`src/rtl/gbn_pkg.sv`:
```
// Shared types and constants of the go-back-N ARQ endpoint.
package gbn_pkg;

    localparam int SEQ_BITS    = 2;
    localparam int SEQ_SPACE   = 1 << SEQ_BITS;
    localparam int HANDLE_BITS = 16;
    localparam int AGE_BITS    = 24;
    localparam int CNT_BITS    = 3;

    localparam logic [AGE_BITS-1:0] AGE_MAX     = '1;
    localparam logic [AGE_BITS-1:0] LIMIT_RESET = 24'd8000000;

    localparam logic [1:0] KIND_RX   = 2'd0;
    localparam logic [1:0] KIND_SEND = 2'd1;
    localparam logic [1:0] KIND_TICK = 2'd2;

    localparam logic [1:0] ACT_DATA    = 2'd0;
    localparam logic [1:0] ACT_ACK     = 2'd1;
    localparam logic [1:0] ACT_DELIVER = 2'd2;
    localparam logic [1:0] ACT_REFUSED = 2'd3;

    typedef enum logic [1:0] {
        OP_ACK,
        OP_DATA,
        OP_SEND,
        OP_TICK
    } op_t;

    typedef struct packed {
        logic [1:0]             kind;
        logic                   frame_is_ack;
        logic [SEQ_BITS-1:0]    frame_seq;
        logic [HANDLE_BITS-1:0] payload_handle;
    } in_word_t;

    typedef struct packed {
        logic [1:0]             action;
        logic [SEQ_BITS-1:0]    out_seq;
        logic [HANDLE_BITS-1:0] out_handle;
        logic [CNT_BITS-1:0]    outstanding;
        logic                   last;
    } out_word_t;

    typedef struct packed {
        logic                   valid;
        op_t                    op;
        logic [SEQ_BITS-1:0]    seq;
        logic [HANDLE_BITS-1:0] handle;
    } cmd_t;

endpackage

```
`src/rtl/gbn_front.sv`:
```
// Front end: accepts input words, classifies them and queues commands.
module gbn_front
    import gbn_pkg::*;
(
    input  logic     clk,
    input  logic     rst_n,
    input  logic     in_valid,
    output logic     in_stall,
    input  in_word_t in_word,
    output cmd_t     cmd,
    input  logic     pop
);

    cmd_t        q_reg [2];
    logic        wr_ptr_reg;
    logic        wr_ptr_next;
    logic        rd_ptr_reg;
    logic        rd_ptr_next;
    logic [1:0]  cnt_reg;
    logic [1:0]  cnt_next;
    logic        keep;
    logic        push;
    logic        do_pop;
    op_t         op;

    always_comb
    begin
        keep = 1'b1;
        op   = OP_TICK;
        case (in_word.kind)
            KIND_RX:   op = in_word.frame_is_ack ? OP_ACK : OP_DATA;
            KIND_SEND: op = OP_SEND;
            KIND_TICK: op = OP_TICK;
            default:   keep = 1'b0;
        endcase
    end

    assign in_stall = (cnt_reg == 2'd2);
    assign push     = in_valid && !in_stall && keep;
    assign do_pop   = pop && (cnt_reg != 2'd0);

    always_comb
    begin
        cmd       = q_reg[rd_ptr_reg];
        cmd.valid = (cnt_reg != 2'd0);
    end

    always_comb
    begin
        wr_ptr_next = push ? !wr_ptr_reg : wr_ptr_reg;
        rd_ptr_next = do_pop ? !rd_ptr_reg : rd_ptr_reg;
        cnt_next    = cnt_reg + {1'b0, push} - {1'b0, do_pop};
    end

    always_ff @(posedge clk or negedge rst_n)
    begin
        if (!rst_n)
        begin
            wr_ptr_reg <= 1'b0;
            rd_ptr_reg <= 1'b0;
            cnt_reg    <= 2'd0;
        end
        else
        begin
            wr_ptr_reg <= wr_ptr_next;
            rd_ptr_reg <= rd_ptr_next;
            cnt_reg    <= cnt_next;
        end
    end

    always_ff @(posedge clk)
    begin
        if (push)
        begin
            q_reg[wr_ptr_reg] <= '{valid:  1'b1,
                                   op:     op,
                                   seq:    in_word.frame_seq,
                                   handle: in_word.payload_handle};
        end
    end

endmodule

```
`src/rtl/gbn_back.sv`:
```
// Back end: window state, timers, retransmission sequencing and result register.
module gbn_back
    import gbn_pkg::*;
(
    input  logic                clk,
    input  logic                rst_n,
    input  cmd_t                cmd,
    output logic                pop,
    input  logic                cfg_valid,
    output logic                cfg_ready,
    input  logic [AGE_BITS-1:0] cfg_word,
    output logic                out_valid,
    input  logic                out_stall,
    output out_word_t           out_word
);

    typedef enum logic [1:0] {
        ST_IDLE,
        ST_ACK,
        ST_RETX
    } state_t;

    state_t                 state_reg;
    state_t                 state_next;
    logic [SEQ_BITS-1:0]    next_send_reg;
    logic [SEQ_BITS-1:0]    next_send_next;
    logic [SEQ_BITS-1:0]    oldest_reg;
    logic [SEQ_BITS-1:0]    oldest_next;
    logic [CNT_BITS-1:0]    count_reg;
    logic [CNT_BITS-1:0]    count_next;
    logic [SEQ_BITS-1:0]    last_acc_reg;
    logic [SEQ_BITS-1:0]    last_acc_next;
    logic [SEQ_BITS-1:0]    ack_seq_reg;
    logic [SEQ_BITS-1:0]    ack_seq_next;
    logic [SEQ_BITS-1:0]    idx_reg;
    logic [SEQ_BITS-1:0]    idx_next;
    logic [AGE_BITS-1:0]    limit_reg;
    logic [AGE_BITS-1:0]    ages_reg  [SEQ_SPACE];
    logic [AGE_BITS-1:0]    ages_next [SEQ_SPACE];
    logic [AGE_BITS-1:0]    age_inc   [SEQ_SPACE];
    logic [HANDLE_BITS-1:0] handles   [SEQ_SPACE];
    logic                   out_valid_reg;
    logic                   out_valid_next;
    out_word_t              out_word_reg;

    logic                   out_free;
    logic                   emit;
    out_word_t              emit_word;
    logic                   hw_en;
    logic [SEQ_SPACE-1:0]   busy;
    logic                   expired;
    logic [SEQ_BITS-1:0]    d;
    logic [SEQ_BITS-1:0]    expect_seq;
    logic [SEQ_BITS-1:0]    retx_seq;
    logic [SEQ_BITS-1:0]    off;
    logic                   retx_last;

    assign out_free  = !out_valid_reg || !out_stall;
    assign out_valid = out_valid_reg;
    assign out_word  = out_word_reg;
    assign cfg_ready = 1'b1;

    assign d          = cmd.seq - oldest_reg;
    assign expect_seq = last_acc_reg + 1'b1;
    assign retx_seq   = oldest_reg + idx_reg;
    assign retx_last  = ({1'b0, idx_reg} + 1'b1) == count_reg;

    always_comb
    begin
        expired = 1'b0;
        for (int s = 0; s < SEQ_SPACE; s++)
        begin
            off      = SEQ_BITS'(s) - oldest_reg;
            busy[s]  = {1'b0, off} < count_reg;
            age_inc[s] = (ages_reg[s] == AGE_MAX) ? ages_reg[s] : ages_reg[s] + 1'b1;
            if (busy[s] && (age_inc[s] > limit_reg))
            begin
                expired = 1'b1;
            end
        end
    end

    always_comb
    begin
        state_next     = state_reg;
        next_send_next = next_send_reg;
        oldest_next    = oldest_reg;
        count_next     = count_reg;
        last_acc_next  = last_acc_reg;
        ack_seq_next   = ack_seq_reg;
        idx_next       = idx_reg;
        ages_next      = ages_reg;
        pop            = 1'b0;
        emit           = 1'b0;
        hw_en          = 1'b0;
        emit_word      = '{action:      ACT_ACK,
                           out_seq:     cmd.seq,
                           out_handle:  '0,
                           outstanding: count_reg,
                           last:        1'b1};
        case (state_reg)
            ST_IDLE:
            begin
                if (cmd.valid && out_free)
                begin
                    pop = 1'b1;
                    case (cmd.op)
                        OP_ACK:
                        begin
                            if ({1'b0, d} < count_reg)
                            begin
                                oldest_next = cmd.seq + 1'b1;
                                count_next  = count_reg - ({1'b0, d} + 1'b1);
                            end
                        end
                        OP_DATA:
                        begin
                            if (cmd.seq == expect_seq)
                            begin
                                last_acc_next        = expect_seq;
                                ack_seq_next         = cmd.seq;
                                emit                 = 1'b1;
                                emit_word.action     = ACT_DELIVER;
                                emit_word.out_handle = cmd.handle;
                                emit_word.last       = 1'b0;
                                state_next           = ST_ACK;
                            end
                            else if (cmd.seq == last_acc_reg)
                            begin
                                emit = 1'b1;
                            end
                        end
                        OP_SEND:
                        begin
                            emit                 = 1'b1;
                            emit_word.out_handle = cmd.handle;
                            if (count_reg == CNT_BITS'(SEQ_SPACE))
                            begin
                                emit_word.action  = ACT_REFUSED;
                                emit_word.out_seq = '0;
                            end
                            else
                            begin
                                hw_en                    = 1'b1;
                                ages_next[next_send_reg] = '0;
                                count_next               = count_reg + 1'b1;
                                next_send_next           = next_send_reg + 1'b1;
                                emit_word.action         = ACT_DATA;
                                emit_word.out_seq        = next_send_reg;
                                emit_word.outstanding    = count_reg + 1'b1;
                            end
                        end
                        OP_TICK:
                        begin
                            for (int s = 0; s < SEQ_SPACE; s++)
                            begin
                                if (busy[s])
                                begin
                                    ages_next[s] = expired ? '0 : age_inc[s];
                                end
                            end
                            if (expired)
                            begin
                                idx_next   = '0;
                                state_next = ST_RETX;
                            end
                        end
                        default:
                        begin
                        end
                    endcase
                end
            end
            ST_ACK:
            begin
                if (out_free)
                begin
                    emit              = 1'b1;
                    emit_word.out_seq = ack_seq_reg;
                    state_next        = ST_IDLE;
                end
            end
            ST_RETX:
            begin
                if (out_free)
                begin
                    emit                 = 1'b1;
                    emit_word.action     = ACT_DATA;
                    emit_word.out_seq    = retx_seq;
                    emit_word.out_handle = handles[retx_seq];
                    emit_word.last       = retx_last;
                    idx_next             = idx_reg + 1'b1;
                    if (retx_last)
                    begin
                        state_next = ST_IDLE;
                    end
                end
            end
            default:
            begin
                state_next = ST_IDLE;
            end
        endcase
        out_valid_next = emit ? 1'b1 : (out_stall ? out_valid_reg : 1'b0);
    end

    always_ff @(posedge clk or negedge rst_n)
    begin
        if (!rst_n)
        begin
            state_reg     <= ST_IDLE;
            next_send_reg <= '0;
            oldest_reg    <= '0;
            count_reg     <= '0;
            last_acc_reg  <= SEQ_BITS'(SEQ_SPACE - 1);
            ack_seq_reg   <= '0;
            idx_reg       <= '0;
            limit_reg     <= LIMIT_RESET;
            out_valid_reg <= 1'b0;
            for (int s = 0; s < SEQ_SPACE; s++)
            begin
                ages_reg[s] <= '0;
            end
        end
        else
        begin
            state_reg     <= state_next;
            next_send_reg <= next_send_next;
            oldest_reg    <= oldest_next;
            count_reg     <= count_next;
            last_acc_reg  <= last_acc_next;
            ack_seq_reg   <= ack_seq_next;
            idx_reg       <= idx_next;
            out_valid_reg <= out_valid_next;
            ages_reg      <= ages_next;
            if (cfg_valid && cfg_ready)
            begin
                limit_reg <= cfg_word;
            end
        end
    end

    always_ff @(posedge clk)
    begin
        if (hw_en)
        begin
            handles[next_send_reg] <= cmd.handle;
        end
        if (emit)
        begin
            out_word_reg <= emit_word;
        end
    end

endmodule

```
`src/rtl/go_back_n_arq_endpoint.sv`:
```
// Go-back-N ARQ endpoint top level: command queue front end and window back end.
//
// Input channel in_valid/in_stall/in_word carries one event per word: a received
// frame, a send request or a timer tick. Output channel out_valid/out_stall/out_word
// carries actions: transmit data, transmit ack, deliver upward or refuse a send;
// last marks the final action of one event. cfg_valid/cfg_ready/cfg_word writes
// the timeout limit in ticks; cfg_ready is always high. Write it only while idle.
// With the queue empty, an accepted event passes the command queue register and
// then the output register before its first action appears; a timeout resend
// also passes the retransmit state. An in-order data frame passes the idle and
// ack states; a timeout resends each outstanding frame from the retransmit state.
// A two-word command queue ahead of the back end absorbs bursts, and in_stall
// rises only when that queue is full.
// Reset clears the window to empty, all timers to zero, the expected receive
// sequence to zero and the timeout limit to 8000000 ticks.
// While out_stall is high the output word holds and the back end waits; the
// front end keeps accepting until its queue fills.
module go_back_n_arq_endpoint
    import gbn_pkg::*;
(
    input  logic                clk,
    input  logic                rst_n,
    input  logic                in_valid,
    output logic                in_stall,
    input  in_word_t            in_word,
    output logic                out_valid,
    input  logic                out_stall,
    output out_word_t           out_word,
    input  logic                cfg_valid,
    output logic                cfg_ready,
    input  logic [AGE_BITS-1:0] cfg_word
);

    cmd_t cmd;
    logic pop;

    gbn_front u_front (
        .clk      (clk),
        .rst_n    (rst_n),
        .in_valid (in_valid),
        .in_stall (in_stall),
        .in_word  (in_word),
        .cmd      (cmd),
        .pop      (pop)
    );

    gbn_back u_back (
        .clk       (clk),
        .rst_n     (rst_n),
        .cmd       (cmd),
        .pop       (pop),
        .cfg_valid (cfg_valid),
        .cfg_ready (cfg_ready),
        .cfg_word  (cfg_word),
        .out_valid (out_valid),
        .out_stall (out_stall),
        .out_word  (out_word)
    );

endmodule

```
`config.mk`:
```
export PLATFORM = sky130hd
export DESIGN_NAME = go_back_n_arq_endpoint
export DESIGN_NICKNAME = d
export VERILOG_FILES = /design/src/rtl/gbn_pkg.sv /design/src/rtl/gbn_front.sv /design/src/rtl/gbn_back.sv /design/src/rtl/go_back_n_arq_endpoint.sv
export SDC_FILE = /design/constraint.sdc
export NUM_CORES = 1
export LEC_CHECK = 0
export BUFFER_PORTS_ARGS = -buffer_cell sky130_fd_sc_hd__buf_2
export CAP_MARGIN = 30
export CORE_UTILIZATION = 65
export CTS_CLUSTER_DIAMETER = 150
export DETAILED_ROUTE_END_ITERATION = 8
export GPL_TIMING_DRIVEN = 1
export HOLD_SLACK_MARGIN = 0.02
export PLACE_DENSITY = 0.94
export SLEW_MARGIN = 10
export SYNTH_ARGS = -nofsm -noshare
export SYNTH_HDL_FRONTEND = slang
export SYNTH_SLANG_ARGS = --single-unit
```
`constraint.sdc`:
```
create_clock -name clk -period 9.06 [get_ports clk]
set_input_delay 1.812 -clock clk [delete_from_list [all_inputs] [get_ports clk]]
set_output_delay 1.812 -clock clk [all_outputs]
set_load 0.01 [all_outputs]
```
==> impl_metrics.toml <==
[synth]
yosys-top-cells-count = "nand2_1 (148), dfrtp_1 (131), edfxtp_1 (128), ha_1 (125), nor2_1 (80)"
synth_cell_type_count = 74
ys_ff_latch = 268
yosysMostFrequentCell = "nand2_1"
synth_top_area_cell = "edfxtp_1"
synthCells = 1466
synth_warnings = 0
synth_top_area_share_pct = 24.4
synthFlopType = "dfrtp_1"
synthesis.nets = 1642
synth-seq-area-share_pct = 46.7
syn_area_per_cell_sq_um = 10.7
async_reset_ff_share_pct = 52.2
synth_area_sq_um = 15700
synth_edf_count = 128
netlist_top_cells_area = "edfxtp_1 (24%), dfrtp_1 (21%), ha_1 (9.9%)"

[finish]
antennaDiodeCount = 0
largest_reg_flops = 96
nets = 1697
drive_gt1_share_pct = 15.0
syn_to_final_growth_pct = 10.7

[setup_path]
rrSetupSlack_ns = 3.30
endpoint_kind = "flop"
cpPeakStageDelay_ns = 0.90
r2r-end = "u_back.ages_reg[40]"
worstPathArrival_ns = 6.20
cp_slowest_cell = "and4_4"
start_kind = "flop"
cp_num_buf_inv = 1
cp.required_ns = 9.50
worstRegToRegCells = 17
cp_top_family = "simple AND/OR/NAND/NOR gates"
crit_type = "reg2reg"
crit_path_max_fanout = 78
worstPathCellList = "and4_1 -> nand3_1 -> o41ai_4 -> nor2_4 -> nand2_1 -> nor2_1 -> xor2_1 -> ha_1 -> nand4_1 -> nor4_1 -> a221oi_1 -> o21ai_0 -> o21ai_0 -> and4_4 -> buf_4 -> nand2_1 -> o31ai_1"
r2r_start = "u_back.ages_reg[52]"

[placement]
io_buffer_count = 75
place_ws_ns = 3.43
dp_hpwl_um = 27800
routabilityCongestion = 0.992

[sta]
fin_tns_setup_ns = 0
period_share_pct = 63.5
worst_slack_ns = 3.30
skew_ns = 0.0413
fmax_mhz = 174
period_needed_ns = 5.76
setup_viol = 0
holdWs_ns = 0.511
drv_slew = 0
hold_violations = 0
slew_headroom_pct = 35.8
rsz0062_at_grt = "no"
tightest_slew_ns = 0.964

[cts]
ctsResizeCount = 0
htreeDepth = 1
post-cts-setup-buffers = 0
clk_pin_slew_worst_paths_ns = 0.07
cts_inserted_buffers = 28
cts_hold_buffers = 0
clock_latency_ns = 0.58
clock-sinks = 268
cts-root-buf = "clkbuf_16"
cts_tree = "built"
cts.path.max_buffers = 3

[routing]
finalWirelength_um = 44100
first_pass_iters = 8
wire_per_inst_um = 23.7
vias_per_cell = 7.03
ant_nets = 0
drc = 0
via_count = 13081
drt-initial-drc-count = 1567

[power]
seqPwrFrac_pct = 37.3
vdd_ir_drop_max_uv = 294
power.switching_w = 0.00181
intPower_w = 0.00285
cellLeakagePower_nw = 7.42
clkPwrFrac_pct = 25.2
p_comb_share_pct = 37.5
pwr_density_cell_nw_per_um2 = 267
p_sw_share_pct = 38.9

[global_route]
grt_pass1_vias = 12560
antenna_found_initial = 1
grt_first_pass_wirelength_um = 67500
overflow = 0
grtUsageTotal_pct = 35.7
grt_max_degree = 79

[die]
core_sq_um = 23600
initial_core_util_pct = 66.7
boundaryPins = 77
die_w_um = 158
dieArea_sq_um = 24900
die_h_um = 158
rows = 56

[hold_path]
hp-start = "u_back.ack_seq_reg[1]"
hold_path_class = "reg2reg"
whs_endpoint = "u_back.ack_seq_reg[1]"
whs_path_depth = 1

[run]
max_cap_viol_count = 0

[outcome]
outcome = "complete, no violations"
==> power groups by stage <==
stage	Sequential (W)	Clock, W	Combinational [W]
3_5_place_dp	0.00175	0	0.00157
3_3_place_gp	0.00173	0	0.00143
4_1_cts	0.00174	0.00117	0.00166
2_1_floorplan	0.00171	0	0.00107
6_report	0.00174	0.00117	0.00175
5_1_grt	0.00175	0.00122	0.00185
==> layout make-up <==
class	count	area [sq um]
multi-input combinational	1068	7890
clock inverter	15	156
sequential	268	7360
tap	319	399
inverter	62	233
clock buffer	37	785
fill	1455	6180
timing repair buffer	93	619
==> routing by layer <==
metal | up-vias | wire (um) | share of wire, % | GRT usage [%]
li1 | 5625 | - | - | -
met3 | 264 | 3980 | 9.0 | 6.32
met4 | 0 | 3560 | 8.1 | 27.1
met2 | 938 | 21000 | 48 | 59.0
met1 | 6254 | 15600 | 35 | 41.7
met5 | - | 0 | 0 | 0
==> cells in the final DEF (no fill, tap or decap), types with 7 or more instances in the layout <==
cell and instances:
a32o_1 40, nor4_1 8, nor2b_1 7, and3_1 30, o21ai_0 50, nand4_1 38
ha_1 124, inv_1 62, mux2i_1 10, dfstp_2 9, a21o_1 8, a31o_2 8
a22oi_1 23, o211ai_1 16, nand2b_1 8, mux2_2 25, buf_4 10, o31ai_1 18
edfxtp_1 128, mux4_2 16, xnor2_1 57, and4_1 14, a31oi_1 19, buf_2 74
nand3_1 71, a21oi_1 59, dfrtp_1 131, a22o_1 19, nor2_1 80, xor2_1 36
clkbuf_16 28, o22ai_1 12, and2_1 14, or2_2 11, nor3_1 19, nand2_1 148
==> metrics by stage <==
step                util (%)  instances  cell area [sq um]  total power (W)
global route            73.8       1862              17400          0.00482
global placement        69.2       1802              16300          0.00316
finish                  73.8       1862              17400          0.00466
CTS                     73.4       1857              17300          0.00457
floorplan                  -       1466              15700          0.00278
detailed placement      69.4       1805              16400          0.00332
==> worst max path at each step <==
stage	start	to	cells past startpoint
after floorplan	out_stall	u_back.out_word[0]	6
after global placement	u_back.ages_reg[49]	u_back.ages_reg[40]	18
after detailed placement	u_back.ages_reg[52]	u_back.ages_reg[40]	17
after CTS	u_back.ages_reg[52]	u_back.ages_reg[40]	17
after global routing	u_back.ages_reg[52]	u_back.ages_reg[40]	17
final	u_back.ages_reg[52]	u_back.ages_reg[40]	17
==> cells by family after synthesis <==
family | count (synthesis) | synth area share [%]
AOI/OAI and AO/OA | 313 | 14.2
xor gates and xnor gates | 94 | 5.23
adders and majority gates | 126 | 10.1
buffers and inverters | 130 | 3.30
DFF | 268 | 46.7
muxes | 51 | 4.71
other | 1 | 0.0238
and+or+nand+nor | 483 | 15.7
Power figures use the tool's default switching activity.
